**config.mk**
```make
export PLATFORM = sky130hd
export DESIGN_NAME = utf8_stream_decoder
export DESIGN_NICKNAME = d
export VERILOG_FILES = /design/src/sv/u8sd_pkg.sv /design/src/sv/utf8_stream_decoder.sv /design/src/sv/u8sd_decode.sv
export VERILOG_INCLUDE_DIRS = /design/src /design/src/sv
export SDC_FILE = /design/constraint.sdc
export NUM_CORES = 1
export LEC_CHECK = 0
export BUFFER_PORTS_ARGS = -buffer_cell sky130_fd_sc_hd__buf_2
export CORE_AREA = 2 2 175 143
export CTS_BUF_LIST = sky130_fd_sc_hd__clkbuf_8 sky130_fd_sc_hd__clkbuf_16
export DETAILED_ROUTE_END_ITERATION = 10
export DIE_AREA = 0 0 177 145
export PLACE_DENSITY = 0.72
export SLEW_MARGIN = 5
export SYNTH_ARGS = -nofsm -noshare
export SYNTH_HDL_FRONTEND = slang
export SYNTH_HIERARCHICAL = 1
export SYNTH_SLANG_ARGS = --single-unit
export TNS_END_PERCENT = 30
```
**constraint.sdc**
```tcl
create_clock -name clk_i -period 11.5 [get_ports clk_i]
set_input_delay 1.15 -clock clk_i [delete_from_list [all_inputs] [get_ports clk_i]]
set_output_delay 1.15 -clock clk_i [all_outputs]
set_load 0.01 [all_outputs]
```
**src/sv/utf8_stream_decoder_defines.svh**
```systemverilog
// Assertion macros shared by the decoder RTL files.
`ifndef UTF8_STREAM_DECODER_DEFINES_SVH
`define UTF8_STREAM_DECODER_DEFINES_SVH

// Plain property, checked on every clock outside reset.
`define U8SD_ASSERT(label, prop, msg) \
  label: assert property (@(posedge clk_i) disable iff (!rst_ni) (prop)) else $error(msg);

// Same-cycle implication, checked on every clock outside reset.
`define U8SD_ASSERT_IMP(label, ante, cons, msg) \
  label: assert property (@(posedge clk_i) disable iff (!rst_ni) (ante) |-> (cons)) \
    else $error(msg);

`endif

```
**src/sv/u8sd_pkg.sv**
```systemverilog
// Shared types and constants of the UTF-8 stream decoder.
package u8sd_pkg;

  // Default depth of the result queue.
  localparam int unsigned FIFO_DEPTH = 4;

  localparam int unsigned CP_W  = 31;
  localparam int unsigned LEN_W = 3;

  // Result kind, carried on tuser.
  typedef enum logic [1:0] {
    KIND_CHAR  = 2'd0,
    KIND_ERROR = 2'd1,
    KIND_END   = 2'd2
  } kind_e;

  // One result word.
  typedef struct packed {
    kind_e             kind;
    logic [CP_W-1:0]   code_point;
    logic [LEN_W-1:0]  seq_length;
    logic              last;
  } result_t;

  // Results caused by one input byte: res0 first, then res1.
  typedef struct packed {
    logic [1:0] num;
    result_t    res1;
    result_t    res0;
  } step_t;

endpackage

```
**src/sv/utf8_stream_decoder.sv**
```systemverilog
// UTF-8 stream decoder (FSS-UTF, 1 to 6 byte sequences): top level.
//
// Input stream: one byte per word on s_axis; tlast marks the last available
// byte. Output stream: result words on m_axis; tuser holds the kind (code
// point, dropped sequence, end of string), tdata holds code point and
// sequence length, tlast marks the last result caused by one input byte.
// A byte yields zero, one or two results.
// A byte accepted on s_axis waits in the input register until the result
// queue has room, then is decoded into the queue, whose head drives m_axis.
// Throughput: one byte per cycle while results drain one per cycle; a byte
// that yields two results puts two words into the queue. The input register
// advances only when the result queue has room for two words, so the queue
// depth sets how far the input runs ahead of a stalled receiver.
// When the receiver stalls, results wait in the queue and s_axis_tready
// falls once the queue is nearly full; nothing is lost or repeated.
// Reset clears the sequence state, the input register and the queue; the
// block is ready for bytes as soon as reset is released.
`include "utf8_stream_decoder_defines.svh"

module utf8_stream_decoder import u8sd_pkg::*; #(
  parameter int unsigned FifoDepth = FIFO_DEPTH
) (
  input  logic        clk_i,
  input  logic        rst_ni,
  // input words
  input  logic        s_axis_tvalid,
  output logic        s_axis_tready,
  input  logic [7:0]  s_axis_tdata,   // [7:0] byte_value
  input  logic        s_axis_tlast,   // final_req
  // result words
  output logic        m_axis_tvalid,
  input  logic        m_axis_tready,
  output logic [39:0] m_axis_tdata,   // [30:0] code_point, [33:31] seq_length, rest zero
  output logic [1:0]  m_axis_tuser,   // [1:0] kind
  output logic        m_axis_tlast    // last_of_run
);

  localparam int unsigned PtrW = (FifoDepth > 1) ? $clog2(FifoDepth) : 1;
  localparam int unsigned CntW = $clog2(FifoDepth + 1);

  function automatic logic [PtrW-1:0] ptr_inc(input logic [PtrW-1:0] p);
    return (p == PtrW'(FifoDepth - 1)) ? '0 : p + 1'b1;
  endfunction

  // Input register
  logic       in_valid_q;
  logic [7:0] in_byte_q;
  logic       in_final_q;
  logic       adv;
  logic       room;
  logic       in_accept;

  // Result queue
  result_t         queue_q [FifoDepth];
  logic [PtrW-1:0] wr_ptr_q, wr_ptr_d, wr_ptr1;
  logic [PtrW-1:0] rd_ptr_q;
  logic [CntW-1:0] count_q, count_d;
  logic [1:0]      push_n;
  logic            pop;
  step_t           step;
  result_t         head;

  assign room          = (count_q <= CntW'(FifoDepth - 2));
  assign adv           = in_valid_q && room;
  assign s_axis_tready = !in_valid_q || room;
  assign in_accept     = s_axis_tvalid && s_axis_tready;

  // Capture one byte; drop it once decoded.
  always_ff @(posedge clk_i or negedge rst_ni) begin
    if (!rst_ni) begin
      in_valid_q <= 1'b0;
    end else if (in_accept) begin
      in_valid_q <= 1'b1;
    end else if (adv) begin
      in_valid_q <= 1'b0;
    end
  end

  always_ff @(posedge clk_i) begin
    if (in_accept) begin
      in_byte_q  <= s_axis_tdata;
      in_final_q <= s_axis_tlast;
    end
  end

  u8sd_decode u_decode (
    .clk_i   (clk_i),
    .rst_ni  (rst_ni),
    .adv_i   (adv),
    .byte_i  (in_byte_q),
    .final_i (in_final_q),
    .step_o  (step)
  );

  assign push_n  = adv ? step.num : 2'd0;
  assign pop     = m_axis_tvalid && m_axis_tready;
  assign wr_ptr1 = ptr_inc(wr_ptr_q);
  assign count_d = count_q + CntW'(push_n) - CntW'(pop);

  always_comb begin
    unique case (push_n)
      2'd1:    wr_ptr_d = wr_ptr1;
      2'd2:    wr_ptr_d = ptr_inc(wr_ptr1);
      default: wr_ptr_d = wr_ptr_q;
    endcase
  end

  // Advance queue pointers and fill count.
  always_ff @(posedge clk_i or negedge rst_ni) begin
    if (!rst_ni) begin
      wr_ptr_q <= '0;
      rd_ptr_q <= '0;
      count_q  <= '0;
    end else begin
      wr_ptr_q <= wr_ptr_d;
      count_q  <= count_d;
      if (pop) begin
        rd_ptr_q <= ptr_inc(rd_ptr_q);
      end
    end
  end

  // Write up to two results per byte.
  always_ff @(posedge clk_i) begin
    if (push_n != 2'd0) begin
      queue_q[wr_ptr_q] <= step.res0;
    end
    if (push_n == 2'd2) begin
      queue_q[wr_ptr1] <= step.res1;
    end
  end

  // Present the queue head.
  assign head          = queue_q[rd_ptr_q];
  assign m_axis_tvalid = (count_q != '0);
  assign m_axis_tdata  = {6'b0, head.seq_length, head.code_point};
  assign m_axis_tuser  = head.kind;
  assign m_axis_tlast  = head.last;

  `U8SD_ASSERT(a_count_bound, count_q <= CntW'(FifoDepth), "result queue overflow")
  `U8SD_ASSERT_IMP(a_push_room, push_n != 2'd0, room, "push without room for two words")
  `U8SD_ASSERT_IMP(a_empty_no_pop, count_q == '0, !pop, "pop from an empty queue")

endmodule

```
**src/sv/u8sd_decode.sv**
```systemverilog
// Decode state and per-byte result logic of the UTF-8 stream decoder.
`include "utf8_stream_decoder_defines.svh"

module u8sd_decode import u8sd_pkg::*; (
  input  logic       clk_i,
  input  logic       rst_ni,
  input  logic       adv_i,      // consume byte_i this cycle
  input  logic [7:0] byte_i,
  input  logic       final_i,
  output step_t      step_o
);

  typedef struct packed {
    logic              emit;
    kind_e             kind;
    logic [CP_W-1:0]   cp;
    logic [LEN_W-1:0]  len;
    logic [CP_W-1:0]   partial;
    logic [LEN_W-1:0]  owed;
    logic [LEN_W-1:0]  seqlen;
  } idle_t;

  // Smallest value that a sequence of the given length may carry.
  function automatic logic [CP_W-1:0] min_value(input logic [LEN_W-1:0] len);
    logic [CP_W-1:0] v;
    unique case (len)
      3'd2:    v = 31'h0000080;
      3'd3:    v = 31'h0000800;
      3'd4:    v = 31'h0010000;
      3'd5:    v = 31'h0200000;
      3'd6:    v = 31'h4000000;
      default: v = '0;
    endcase
    return v;
  endfunction

  // Byte seen with no sequence in progress.
  function automatic idle_t idle_decode(input logic [7:0] b, input logic fin);
    idle_t            r;
    logic [LEN_W-1:0] ln;
    logic [5:0]       msk;
    r      = '0;
    r.kind = KIND_CHAR;
    ln     = 3'd6;
    msk    = 6'h01;
    if (b == 8'h00) begin
      r.emit = 1'b1;
      r.kind = KIND_END;
      r.len  = 3'd1;
    end else if (!b[7]) begin
      r.emit = 1'b1;
      r.cp   = {{(CP_W-8){1'b0}}, b};
      r.len  = 3'd1;
    end else if (!b[6] || (b[7:1] == 7'b1111111)) begin
      // stray continuation, or 0xFE / 0xFF
      r.emit = 1'b1;
      r.kind = KIND_ERROR;
      r.len  = 3'd1;
    end else begin
      if (!b[5]) begin
        ln = 3'd2; msk = 6'h1F;
      end else if (!b[4]) begin
        ln = 3'd3; msk = 6'h0F;
      end else if (!b[3]) begin
        ln = 3'd4; msk = 6'h07;
      end else if (!b[2]) begin
        ln = 3'd5; msk = 6'h03;
      end
      if (fin) begin
        // lead byte with nothing after it
        r.emit = 1'b1;
        r.kind = KIND_ERROR;
        r.len  = 3'd1;
      end else begin
        r.partial = {{(CP_W-6){1'b0}}, b[5:0] & msk};
        r.owed    = ln - 3'd1;
        r.seqlen  = ln;
      end
    end
    return r;
  endfunction

  logic [CP_W-1:0]  partial_q, partial_d;
  logic [LEN_W-1:0] owed_q, owed_d;
  logic [LEN_W-1:0] len_q, len_d;

  idle_t            idle;
  logic             is_cont;
  logic [CP_W-1:0]  pv;
  logic [LEN_W-1:0] owed_dec;
  step_t            step;

  assign idle     = idle_decode(byte_i, final_i);
  assign is_cont  = (byte_i[7:6] == 2'b10);
  assign pv       = {partial_q[CP_W-7:0], byte_i[5:0]};
  assign owed_dec = owed_q - 3'd1;

  // Build the results of this byte and the next state.
  always_comb begin
    step           = '0;
    step.res0.kind = KIND_CHAR;
    step.res1.kind = KIND_CHAR;
    partial_d      = '0;
    owed_d         = '0;
    len_d          = '0;
    if (owed_q == '0) begin
      partial_d = idle.partial;
      owed_d    = idle.owed;
      len_d     = idle.seqlen;
      if (idle.emit) begin
        step.num             = 2'd1;
        step.res0.kind       = idle.kind;
        step.res0.code_point = idle.cp;
        step.res0.seq_length = idle.len;
      end
    end else if (is_cont) begin
      if (owed_dec == '0) begin
        step.num             = 2'd1;
        step.res0.seq_length = len_q;
        if (pv < min_value(len_q)) begin
          step.res0.kind = KIND_ERROR;
        end else begin
          step.res0.code_point = pv;
        end
      end else if (final_i) begin
        step.num             = 2'd1;
        step.res0.kind       = KIND_ERROR;
        step.res0.seq_length = len_q - owed_dec;
      end else begin
        partial_d = pv;
        owed_d    = owed_dec;
        len_d     = len_q;
      end
    end else begin
      // broken sequence: drop it, then take this byte as a new lead
      step.num             = 2'd1;
      step.res0.kind       = KIND_ERROR;
      step.res0.seq_length = len_q - owed_q;
      partial_d            = idle.partial;
      owed_d               = idle.owed;
      len_d                = idle.seqlen;
      if (idle.emit) begin
        step.num             = 2'd2;
        step.res1.kind       = idle.kind;
        step.res1.code_point = idle.cp;
        step.res1.seq_length = idle.len;
      end
    end
    // mark the final result of this byte
    if (step.num == 2'd1) begin
      step.res0.last = 1'b1;
    end else if (step.num == 2'd2) begin
      step.res1.last = 1'b1;
    end
  end

  assign step_o = step;

  // Hold sequence state; advance on each consumed byte.
  always_ff @(posedge clk_i or negedge rst_ni) begin
    if (!rst_ni) begin
      partial_q <= '0;
      owed_q    <= '0;
      len_q     <= '0;
    end else if (adv_i) begin
      partial_q <= partial_d;
      owed_q    <= owed_d;
      len_q     <= len_d;
    end
  end

  `U8SD_ASSERT_IMP(a_state_consistent, owed_q != '0, (len_q > owed_q) && (len_q >= 3'd2), "owed count exceeds sequence length")
  `U8SD_ASSERT_IMP(a_second_after_error, step.num == 2'd2, step.res0.kind == KIND_ERROR, "two results without a leading error")
  `U8SD_ASSERT_IMP(a_ascii_single, (owed_q == '0) && !byte_i[7], step.num == 2'd1, "ASCII byte must give exactly one result")

endmodule

```
# Word-level counts from Yosys, hierarchy flattened
# Memory sizes are Yosys's and may differ from the RTL's.
# Cells that the tools add are included.
# totals
ff_bits,48
ram_bits,148
inputBits,13
wordCells,130
memories,1
# mem_list
name,words,width,read_ports,rd_clocked_by_memory_dff,write_ports,line_no,text
queue_q,4,37,1,0,2,utf8_stream_decoder.sv:54,result_t queue_q [FifoDepth];
# op_classes
add_sub_neg,9
order_cmp,2
n_eq_ne,15
n_mux,78
n_bitwise,1
n_reduce_logical,15
# op_table
op,n
$mux 31,9
$mux 36,4
$pmux 27 s5,1
$mux 25,4
$mux 3,23
$mux 38,1
$mux 6,6
$lt 31x31->1,1
$mux 12,2
$mux 2,12
$mux 1,14
$eq 2x2->1 const B,6
$eq 3x3->1 const B,3
$logic_not 8->1,1
$eq 7x7->1 const B,1
$mux 7,1
$add 2x1->2 const B,3
$and 6x6->6,1
$eq 3x2->1 const B,2
$logic_not 3->1,2
$reduce_bool 2->1,3
$sub 3x1->3 const B,2
$sub 3x3->3,2
$eq 2x1->1 const B,2
10 further kinds,14

# Depth between registers and ports, before layout
# Gate-level depths: netlist of the first run.
# depth
depth_word,14
depth_mapped,14
mapped_depth_nobuf,14

# Modules after synthesis
# The synthesis of the first run kept the hierarchy.
# by_module_without_submodules
mod,n_inst,cells_per_inst,area_each_um2,seq_area_each_um2
utf8_stream_decoder,1,436,8045.2,4914.7
u8sd_decode,1,314,2541.2,775.7

# Least setup slack after synthesis of the first run
# Ideal clock, no wire load.
# synth_path
path_kind,reg2reg
from,register u_decode.owed_q[0]
to,memory queue_q[1][0] (netlist name) (enable)
setup_ns,0.483
t_arrival_ns,4.467
t_required_ns,11.017
setup_slack_ns,6.551
path_stages_with_launch,10
period_less_slack_ns,4.949
cell_sequence,dfrtp_1 -> inv_1 -> ha_1 -> xnor2_1 -> nand2_1 -> a31oi_1 -> o2bb2a_1 -> nand2_1 -> ha_1 -> o21ai_0
# synth_lines
item,line_no,text
start: declaration,u8sd_decode.sv:84,"logic [LEN_W-1:0] owed_q, owed_d;"
start signal: assignment,u8sd_decode.sv:167,owed_q <= owed_d;
end: declaration,utf8_stream_decoder.sv:54,

==> impl_metrics.py, run 1 <==
metrics = {
    "die": {
        "coreArea_sq_um": 23930,
        "die_height_microns": 145,
        "ioPinCount": 58,
        "std_cell_rows": 51,
        "die_x_microns": 177,
        "start_util": 0.4424,
        "dieArea_sq_um": 25670,
    },
    "min_path": {
        "whs_path_depth": 1,
        "hp-class": "reg2reg",
    },
    "yosys": {
        "ys_seq_area_frac": 0.5375,
        "yosysUniqueCellTypes": 59,
        "async_reset_ff_frac": 0.1990,
        "syn_area_per_cell_sq_um": 14.12,
        "yosysWarnings": 6,
        "synth.cell_area_sq_um": 10590,
        "netlist_instances": 750,
        "ys.flop_type": "edfxtp_1",
        "synth_edf_count": 157,
        "synth-seq-cells": 196,
    },
    "layout": {
        "fin_nets": 818,
        "nFillCells": 2102,
        "layout_commonest_cell": "edfxtp_1",
        "final_cell_mix": "edfxtp_1, mux2_2, inv_1",
        "drive_gt1_frac": 0.3678,
        "stdcell_count": 1112,
        "diodes": 0,
        "area_delta_synth_final_pct": 8.746,
    },
    "routing": {
        "wire_per_inst_microns": 20.15,
        "vias": 6216,
        "totalWireLength_microns": 22410,
        "drtIter0Drc": 683,
        "post-route-drc-count": 0,
        "drt_pre_antenna_iters": 5,
        "viasPerCell": 5.590,
        "final_antenna_net_count": 0,
    },
    "worst_setup_path": {
        "arrival_ns": 4.31,
        "endpoint_kind": "flop",
        "crit_type": "reg2reg",
        "critPathLaunchType": "flop",
        "reg2reg_depth": 11,
        "crit_path_max_fanout": 38,
        "crit_required_ns": 11.59,
    },
    "placed_design": {
        "hpwl_microns": 14320,
        "io_buffer_count": 51,
        "dpl.cell_count": 1080,
        "globalplace.congestion": 0.8408,
    },
    "run": {
        "maxCapViolCount": 0,
    },
    "sta": {
        "final-hold-violation-count": 0,
        "timing.fmax_ghz": 0.2373,
        "slew_violations": 0,
        "rsz0062_at_grt": "no",
        "period_share": 0.3665,
        "slew_headroom": 0.2514,
        "finClkSkew_ns": 0.01184,
        "tightest_slew_ns": 1.119,
        "tns_ns": 0,
        "finalSetupViolCount": 0,
        "period_needed_ns": 4.214,
    },
    "clock_tree": {
        "ctsResizeCount": 0,
        "tritoncts": "built",
        "cts_setup_buffers": 0,
        "cts-htree-levels": 4,
        "clockBufferDepth": 2,
        "cts_num_sinks": 196,
        "clk_pin_slew_worst_paths_ns": 0.07,
        "clockRootBuffer": "clkbuf_16",
        "cts_buffers": 17,
        "insertion_delay_ns": 0.44,
        "cts_hold_buf": 0,
    },
    "global_routing": {
        "overflow": 0,
        "track_usage": 0.1820,
        "grt_pass1_wl_microns": 35690,
        "grt_pass1_vias": 6226,
        "grt_antenna_before_repair": 0,
        "grt_max_degree": 61,
    },
    "outcome": {
        "status": "finished, final reports clean",
    },
    "pwr": {
        "net-switching-power_uw": 1089,
        "switching_share": 0.3638,
        "pwr-share-seq": 0.388,
        "peakVddDrop_mv": 0.1250,
        "power_density_nw_per_um2": 260.0,
        "combinationalPowerShare": 0.418,
        "intPower_uw": 1904,
        "leakage_uw": 0.004379,
        "pwr-share-clk": 0.194,
    },
}
[cell usage after synthesis, types with 5 or more instances]
cell type    n  share of area
edfxtp_1   157           0.45
buf_2       11         0.0052
nor3b_1      5         0.0035
buf_6       13          0.014
and2_1       5         0.0030
clkbuf_1    15         0.0053
inv_1       51          0.018
ha_1        21          0.025
buf_4       38          0.027
o22ai_1     23          0.014
a21oi_1     12         0.0057
a211oi_1    11         0.0078
nor3_1      30          0.014
nor2_1       9         0.0032
o21ai_0      9         0.0043
nand2_1     39          0.014
nor4_1       5         0.0030
dfrtp_1     39          0.092
mux4_2      37          0.079
mux2_2     149           0.16
nand3_1      7         0.0033
[per-layer routing]
metal | track usage | share of wire
met1 | 0.2692 | 0.47
met2 | 0.2790 | 0.47
met3 | 0.03433 | 0.054
met4 | 0.04008 | 0.0097
met5 | 0 | 0
[sequential cells by signal (all words and copies together), names as in the netlist, 2 cells and up]
name,count
wr_ptr_q,2
queue_q,148
rd_ptr_q,2
in_byte_q,8
u_decode/owed_q,3
count_q,3
u_decode/partial_q,25
u_decode/len_q,3
[critical path, stage by stage, from the launching register on]
cell and delay [ns]:
dfrtp_1 0.41, inv_1 0.14, ha_1 0.20, nand2b_1 0.23, a211oi_1 0.26, a31oi_1 0.09
o2bb2a_1 0.33, nand2_1 0.12, ha_1 0.32, nand2_2 0.68, o21ai_4 0.58, buf_4 0.48
[cell families after synthesis]
family / after synthesis / share of synthesized area
flip-flops: 196 / 0.5375
adder cells (fa/ha/maj): 24 / 0.03049
buffers and inverters: 129 / 0.06973
multiplexers: 191 / 0.2423
other: 2 / 0.0007094
XOR/XNOR: 7 / 0.007209
AND/OR/NAND/NOR: 122 / 0.05921
AO/OA/AOI/OAI: 79 / 0.05283
[through the flow]
| step | worst slack (ns) | util | total power, uW | cell area (sq um) | hold slack [ns] |
|---|---|---|---|---|---|
| finish | 7.286 | 0.4811 | 2993 | 11510 | 0.5153 |
| global route | 6.969 | 0.4811 | 3171 | 11510 | 0.5455 |
| CTS | 7.296 | 0.4811 | 3011 | 11510 | 0.5209 |
| detailed placement | 7.337 | 0.4573 | 2428 | 10940 | 0.5058 |
| global placement | 7.467 | 0.4573 | 2406 | 10940 | 0.4936 |
| floorplan | 6.551 | - | 2077 | 10700 | 0.4817 |
[layout make-up]
cell class,instances,area (sq um),area share
tap,318,397.9,0.03456
multi-input combinational,455,4338,0.3768
sequential,196,5693,0.4945
clock buffer,20,466.7,0.04054
timing repair buffer,60,322.8,0.02804
inverter,51,191.4,0.01663
clock inverter,12,102.6,0.008912
[worst paths after layout]
check	startpoint	endpoint	slack, ns
worst max-delay path	u_decode/owed_q[0]	queue_q[3][34]	7.29
worst min-delay path	u_decode/owed_q[1]	u_decode/owed_q[1]	0.52
worst max register to register	u_decode/owed_q[0]	queue_q[3][34]	7.29
worst min register to register	u_decode/owed_q[1]	u_decode/owed_q[1]	0.52
max in group asynchronous	rst_ni	rd_ptr_q[1]	10.03
min in group asynchronous	rst_ni	count_q[2]	0.84
[power groups by stage]
| stage | Sequential, uW | Clock [uW] | Combinational, uW |
|---|---|---|---|
| finish | 1160 | 581 | 1250 |
| global route | 1180 | 616 | 1370 |
| CTS | 1160 | 586 | 1260 |
| detailed placement | 1180 | 0 | 1250 |
| global placement | 1170 | 0 | 1240 |
| floorplan | 1120 | 0 | 954 |
Note: power is estimated with default switching activity, not from simulation.
==> inputs of run 2 (changes only) <==
- ABC_AREA: not set -> 1
- CORE_AREA: 2 2 175 143 -> 2 2 178 145
- DIE_AREA: 0 0 177 145 -> 0 0 180 147
- clock period: 11.5 -> 4 ns (I/O delays scaled with it)
==> run 2 against run 1 <==
Against the previous run: die area is 3.1% higher; clock power grew to 3.2 times the previous value; non-clock buffer count is 5 higher; sequential power grew to 2.8 times the previous value; wire length is 6.2% higher; setup slack worse by 6.6 ns; maximum frequency is 27% higher; final cell count is 41% higher; clock-buffer cell count is 3 lower.
==> impl_metrics.py, run 2 <==
metrics = {
    "outcome": {
        "status": "finished, final reports clean",
    },
    "die": {
        "dieArea_sq_um": 26460,
        "std_cell_rows": 52,
        "die_height_microns": 147,
        "coreArea_sq_um": 24790,
        "die_x_microns": 180,
        "ioPinCount": 58,
        "start_util": 0.4417,
    },
    "yosys": {
        "synthAdderAreaFrac": 0.02948,
        "synth_xor_area_frac": 0.005599,
        "ys_seq_area_frac": 0.5197,
        "synth_top_cell_by_area": "edfxtp_1",
        "synth_top_family_by_area": "compound AO/OA/AOI/OAI gates",
        "synth_edf_count": 157,
        "muxShareOfSynthArea": 0,
        "synth_compound_gate_area_share": 0.1696,
        "syn_area_per_cell_sq_um": 8.975,
        "netlist_instances": 1220,
        "async_reset_ff_frac": 0.1990,
        "synth-seq-cells": 196,
        "yosysMostFrequentCell": "nand2_1",
        "synth.area.top_cells": "edfxtp_1, nand2_1, dfrtp_1, inv_1, o21ai_1",
        "synth_top_area_frac": 0.4306,
        "ys.flop_type": "edfxtp_1",
        "synth.cell_area_sq_um": 10950,
        "yosysWarnings": 6,
        "yosysUniqueCellTypes": 40,
        "yosys-top-cells-count": "nand2_1, inv_1, edfxtp_1, o21ai_1, o21ai_0",
        "yosys.area_share.simple": 0.1434,
    },
    "placed_design": {
        "hpwl_microns": 15770,
        "globalplace.congestion": 0.9414,
        "dp_slack_ns": 0.7078,
        "place_area_sq_um": 11230,
        "io_buffer_count": 51,
    },
    "pwr": {
        "pwr-share-clk": 0.208,
        "pwr-share-seq": 0.374,
        "intPower_uw": 5148,
        "combinationalPowerShare": 0.418,
        "power_density_nw_per_um2": 744.8,
        "peakVddDrop_mv": 0.4311,
        "leakage_uw": 0.004828,
        "finalPower_uw": 8835,
        "net-switching-power_uw": 3687,
        "switching_share": 0.4173,
    },
    "routing": {
        "drt_pre_antenna_iters": 5,
        "drtIter0Drc": 690,
        "post-route-drc-count": 0,
        "final_antenna_net_count": 0,
        "vias": 8029,
        "wire_per_inst_microns": 15.14,
        "totalWireLength_microns": 23810,
        "viasPerCell": 5.108,
    },
    "sta": {
        "slew_headroom": 0.3823,
        "timing.fmax_ghz": 0.3007,
        "setup_slack_ns": 0.6747,
        "tightest_slew_ns": 0.9266,
        "finalSetupViolCount": 0,
        "slew_violations": 0,
        "tns_ns": 0,
        "final-hold-violation-count": 0,
        "finClkSkew_ns": 0.01906,
        "period_share": 0.8313,
        "rsz0062_at_grt": "no",
        "period_needed_ns": 3.325,
    },
    "clock_tree": {
        "clockRootBuffer": "clkbuf_16",
        "insertion_delay_ns": 0.45,
        "tritoncts": "built",
        "cts_num_sinks": 196,
        "cts_hold_buf": 0,
        "ctsResizeCount": 0,
        "clk_pin_slew_worst_paths_ns": 0.08,
        "clockBufferDepth": 2,
        "cts-htree-levels": 4,
        "cts_setup_buffers": 0,
        "cts_buffers": 17,
    },
    "layout": {
        "area_delta_synth_final_pct": 8.331,
        "drive_gt1_frac": 0.1226,
        "layout_commonest_cell": "nand2_1",
        "largest_reg_flops": 148,
        "fin_area_sq_um": 11860,
        "largestRegisters": "queue_q (148), u_decode/partial_q (25), in_byte_q (8)",
        "diodes": 0,
        "fin_nets": 1272,
        "final_cell_mix": "nand2_1, inv_1, edfxtp_1",
        "largest_register": "queue_q",
        "finish.utilization": 0.4785,
    },
    "global_routing": {
        "overflow": 0,
        "track_usage": 0.1825,
        "grt_pass1_wl_microns": 38570,
        "grt_max_degree": 85,
        "grt_pass1_vias": 7580,
        "grt_antenna_before_repair": 0,
    },
    "worst_setup_path": {
        "r2r_slack_ns": 0.67,
        "endpoint": "queue_q[3][25]",
        "critPathLaunchType": "flop",
        "crit_required_ns": 4.15,
        "endpoint_kind": "flop",
        "arrival_ns": 3.47,
        "worstReg2RegEnd": "queue_q[3][25]",
        "crit_path_max_fanout": 26,
        "reg2reg_depth": 13,
        "reg2reg_from": "in_byte_q[4]",
        "crit_type": "reg2reg",
        "startpoint": "in_byte_q[4]",
    },
    "min_path": {
        "hp-class": "in2async",
    },
    "run": {
        "maxCapViolCount": 0,
    },
}
==> run 2: critical path, cell delays in order (launching register included) <==
cell,delay (ns)
edfxtp_1,0.45
nand2_1,0.21
nor2_1,0.09
nand3_1,0.09
nand2_1,0.10
nor2_2,0.22
inv_1,0.17
nand2_1,0.13
o211ai_1,0.10
nand2_1,0.12
ha_1,0.36
nand2_2,0.37
o21ai_4,0.35
buf_12,0.26
==> run 2: final cells by class <==
cell class,count,area (sq um)
fill,2266,12930
multi-input combinational,769,3979
timing repair buffer,65,447.9
inverter,186,699.4
tap,324,405.4
clock inverter,15,209.0
clock buffer,17,425.4
sequential,196,5695
==> run 2: worst min-delay path by stage <==
stage / end / start
floorplan: count_q[0] / rst_ni
CTS: in_byte_q[5] / s_axis_tdata[5]
global route: in_byte_q[1] / s_axis_tdata[1]
detailed placement: u_decode/partial_q[1] / u_decode/partial_q[1]
finish: u_decode/len_q[2] / rst_ni
global placement: u_decode/partial_q[1] / u_decode/partial_q[1]
==> run 2: cell families after synthesis <==
kind of cell / Yosys count
other: 2
flip-flops: 196
AND/OR/NAND/NOR: 387
XOR/XNOR: 7
buffers and inverters: 285
AO/OA/AOI/OAI: 319
adder cells (fa/ha/maj): 24
==> run 2: metrics by stage <==
step / hold WS [ns] / instances
floorplan: 0.1044 / 1250
detailed placement: 0.4835 / 1540
finish: 0.09598 / 1572
CTS: 0.1146 / 1572
global placement: 0.4690 / 1540
global route: 0.1178 / 1572
==> run 2: power groups by stage <==
| stage | clock network, uW | logic, uW | registers [uW] |
|---|---|---|---|
| 6_report | 1840 | 3700 | 3300 |
| 5_1_grt | 1920 | 4170 | 3360 |
| 4_1_cts | 1850 | 3720 | 3300 |
| 3_5_place_dp | 0 | 3700 | 3340 |
| 3_3_place_gp | 0 | 3610 | 3320 |
| 2_1_floorplan | 0 | 2760 | 3170 |
==> run 2: per-layer routing <==
metal / share of wire / track usage / up-vias
met5: 0 / 0 / -
met4: 0.011 / 0.04634 / 0
met3: 0.058 / 0.02900 / 21
met2: 0.48 / 0.3079 / 239
met1: 0.45 / 0.2476 / 3756
li1: - / - / 4013
==> inputs of run 3 (changes only) <==
- clock period: 4 -> 3.42 ns (I/O delays scaled with it)
==> run 3 against run 2 <==
Against the previous run: sequential share of layout area is 0.53 points lower; via count is 2.3% higher; maximum frequency is 8.4% higher; non-clock buffer count is 10 higher; register-to-register slack worse by 0.32 ns; first-iteration DRC count is 16% higher; cell area is 1.1% higher; critical endpoint is now queue_q[2][0].
==> impl_metrics.py, run 3 (same netlist as run 2, synthesis figures left out) <==
metrics = {
    "global_routing": {
        "overflow": 0,
        "gr-usage-met2": 0.3136,
        "met3_usage": 0.03024,
        "busiest_layer": "met2",
        "grt_max_degree": 76,
        "grt_pass1_wl_microns": 39950,
        "grt_antenna_before_repair": 0,
        "grtUsageMet1": 0.2612,
        "grt_pass1_vias": 7757,
        "track_usage": 0.1898,
    },
    "layout": {
        "fin_area_sq_um": 11990,
        "final_cell_mix": "nand2_1, inv_1, edfxtp_1",
        "fin_nets": 1282,
        "area_delta_synth_final_pct": 9.542,
        "largestRegisters": "queue_q (148), u_decode/partial_q (25), in_byte_q (8)",
        "largest_reg_flops": 148,
        "diodes": 0,
        "nFillCells": 2273,
        "largest_register": "queue_q",
        "drive_gt1_frac": 0.1296,
        "finish.utilization": 0.4838,
        "layout_commonest_cell": "nand2_1",
    },
    "sta": {
        "timing.fmax_ghz": 0.3261,
        "rsz0062_at_grt": "no",
        "slew_violations": 0,
        "period_needed_ns": 3.066,
        "period_share": 0.8966,
        "tns_ns": 0,
        "slew_headroom": 0.3897,
        "finClkSkew_ns": 0.01073,
        "worst_hold_slack_ns": 0.03958,
        "final-hold-violation-count": 0,
        "setup_slack_ns": 0.3535,
        "finalSetupViolCount": 0,
        "tightest_slew_ns": 0.9155,
    },
    "routing": {
        "vias": 8217,
        "drtIter0Drc": 797,
        "final_antenna_net_count": 0,
        "viasPerCell": 5.194,
        "post-route-drc-count": 0,
        "wire_per_inst_microns": 15.51,
        "totalWireLength_microns": 24540,
        "drt_pre_antenna_iters": 5,
    },
    "pwr": {
        "pwr-share-seq": 0.364,
        "power_density_nw_per_um2": 877.0,
        "combinationalPowerShare": 0.427,
        "pwr-share-clk": 0.209,
        "switching_share": 0.4187,
        "peakVddDrop_mv": 0.4392,
        "net-switching-power_uw": 4405,
        "leakage_uw": 0.004898,
        "intPower_uw": 6115,
    },
    "clock_tree": {
        "cts_num_sinks": 196,
        "clockBufferDepth": 2,
        "cts-htree-levels": 4,
        "insertion_delay_ns": 0.44,
        "tritoncts": "built",
        "cts_buffers": 17,
        "cts_hold_buf": 0,
        "clockRootBuffer": "clkbuf_16",
        "clk_pin_slew_worst_paths_ns": 0.07,
    },
    "outcome": {
        "status": "finished, final reports clean",
    },
    "worst_setup_path": {
        "arrival_ns": 3.21,
        "crit_path_max_fanout": 10,
        "critPathLaunchType": "flop",
        "reg2reg_depth": 11,
        "crit_required_ns": 3.56,
        "crit_type": "reg2reg",
        "endpoint_kind": "flop",
    },
    "die": {
        "die_height_microns": 147,
        "std_cell_rows": 52,
        "die_x_microns": 180,
        "start_util": 0.4417,
        "ioPinCount": 58,
        "dieArea_sq_um": 26460,
        "coreArea_sq_um": 24790,
    },
    "placed_design": {
        "place_area_sq_um": 11320,
        "dp_slack_ns": 0.2172,
        "globalplace.congestion": 0.9061,
        "hpwl_microns": 16050,
        "io_buffer_count": 51,
    },
    "min_path": {
        "hp-class": "in2async",
    },
    "run": {
        "maxCapViolCount": 0,
    },
}
run 3: cell types whose count changed in the layout (fill, tap and decap cells not counted), sizes merged:
cell  previous run  this run
buf             65        75
run 3: repair_timing:
item,4_1_cts,5_1_grt
setup endpoints to repair,0,23
gates resized for setup,0,0
buffers inserted,0,2
run 3: metrics by stage:
step,cells,power (uW)
6_report,1582,10520
5_1_grt,1582,11240
4_1_cts,1580,10540
3_5_place_dp,1548,8363
3_3_place_gp,1548,8215
2_1_floorplan,1250,6932
run 3: power groups by stage:
stage / clock (uW) / combinational (uW) / sequential, uW
2_1_floorplan: 0 / 3220 / 3710
3_3_place_gp: 0 / 4360 / 3850
3_5_place_dp: 0 / 4480 / 3880
4_1_cts: 2210 / 4500 / 3830
5_1_grt: 2310 / 5030 / 3900
6_report: 2200 / 4490 / 3830
run 3: layout make-up:
cell class / count / area [sq um] / area share
flip-flops and latches: 196 / 5695 / 0.4749
multi-input cells: 769 / 3979 / 0.3317
inverters: 186 / 699.4 / 0.05831
repair buffers: 75 / 560.5 / 0.04673
clock buffers: 17 / 425.4 / 0.03547
well taps: 324 / 405.4 / 0.03380
clock inverters: 15 / 229.0 / 0.01909
run 3: metal layers:
layer | routed length (microns) | up-vias
met4 | 362 | 0
met3 | 1550 | 30
li1 | - | 4031
met1 | 10970 | 3879
met2 | 11660 | 277
met5 | 0 | -
run 3: critical path: stages (launching register included):
cell	delay [ns]
edfxtp_1	0.46
nand2_1	0.21
nor2_1	0.09
nand3_1	0.09
nand2_1	0.10
nor2_2	0.23
inv_1	0.17
o211ai_1	0.19
nand2_1	0.12
ha_1	0.34
o21ai_4	0.46
buf_4	0.29
run 3: worst paths after layout:
kind                            slack (ns)                     to             startpoint
worst max-delay path                  0.35          queue_q[2][0]           in_byte_q[4]
max in group asynchronous             2.72            rd_ptr_q[0]                 rst_ni
worst min register to register        0.52  u_decode/partial_q[4]  u_decode/partial_q[4]
worst min-delay path                  0.04  u_decode/partial_q[3]                 rst_ni
min in group clk_i                    0.08           in_byte_q[7]        s_axis_tdata[7]
worst max register to register        0.35          queue_q[2][0]           in_byte_q[4]
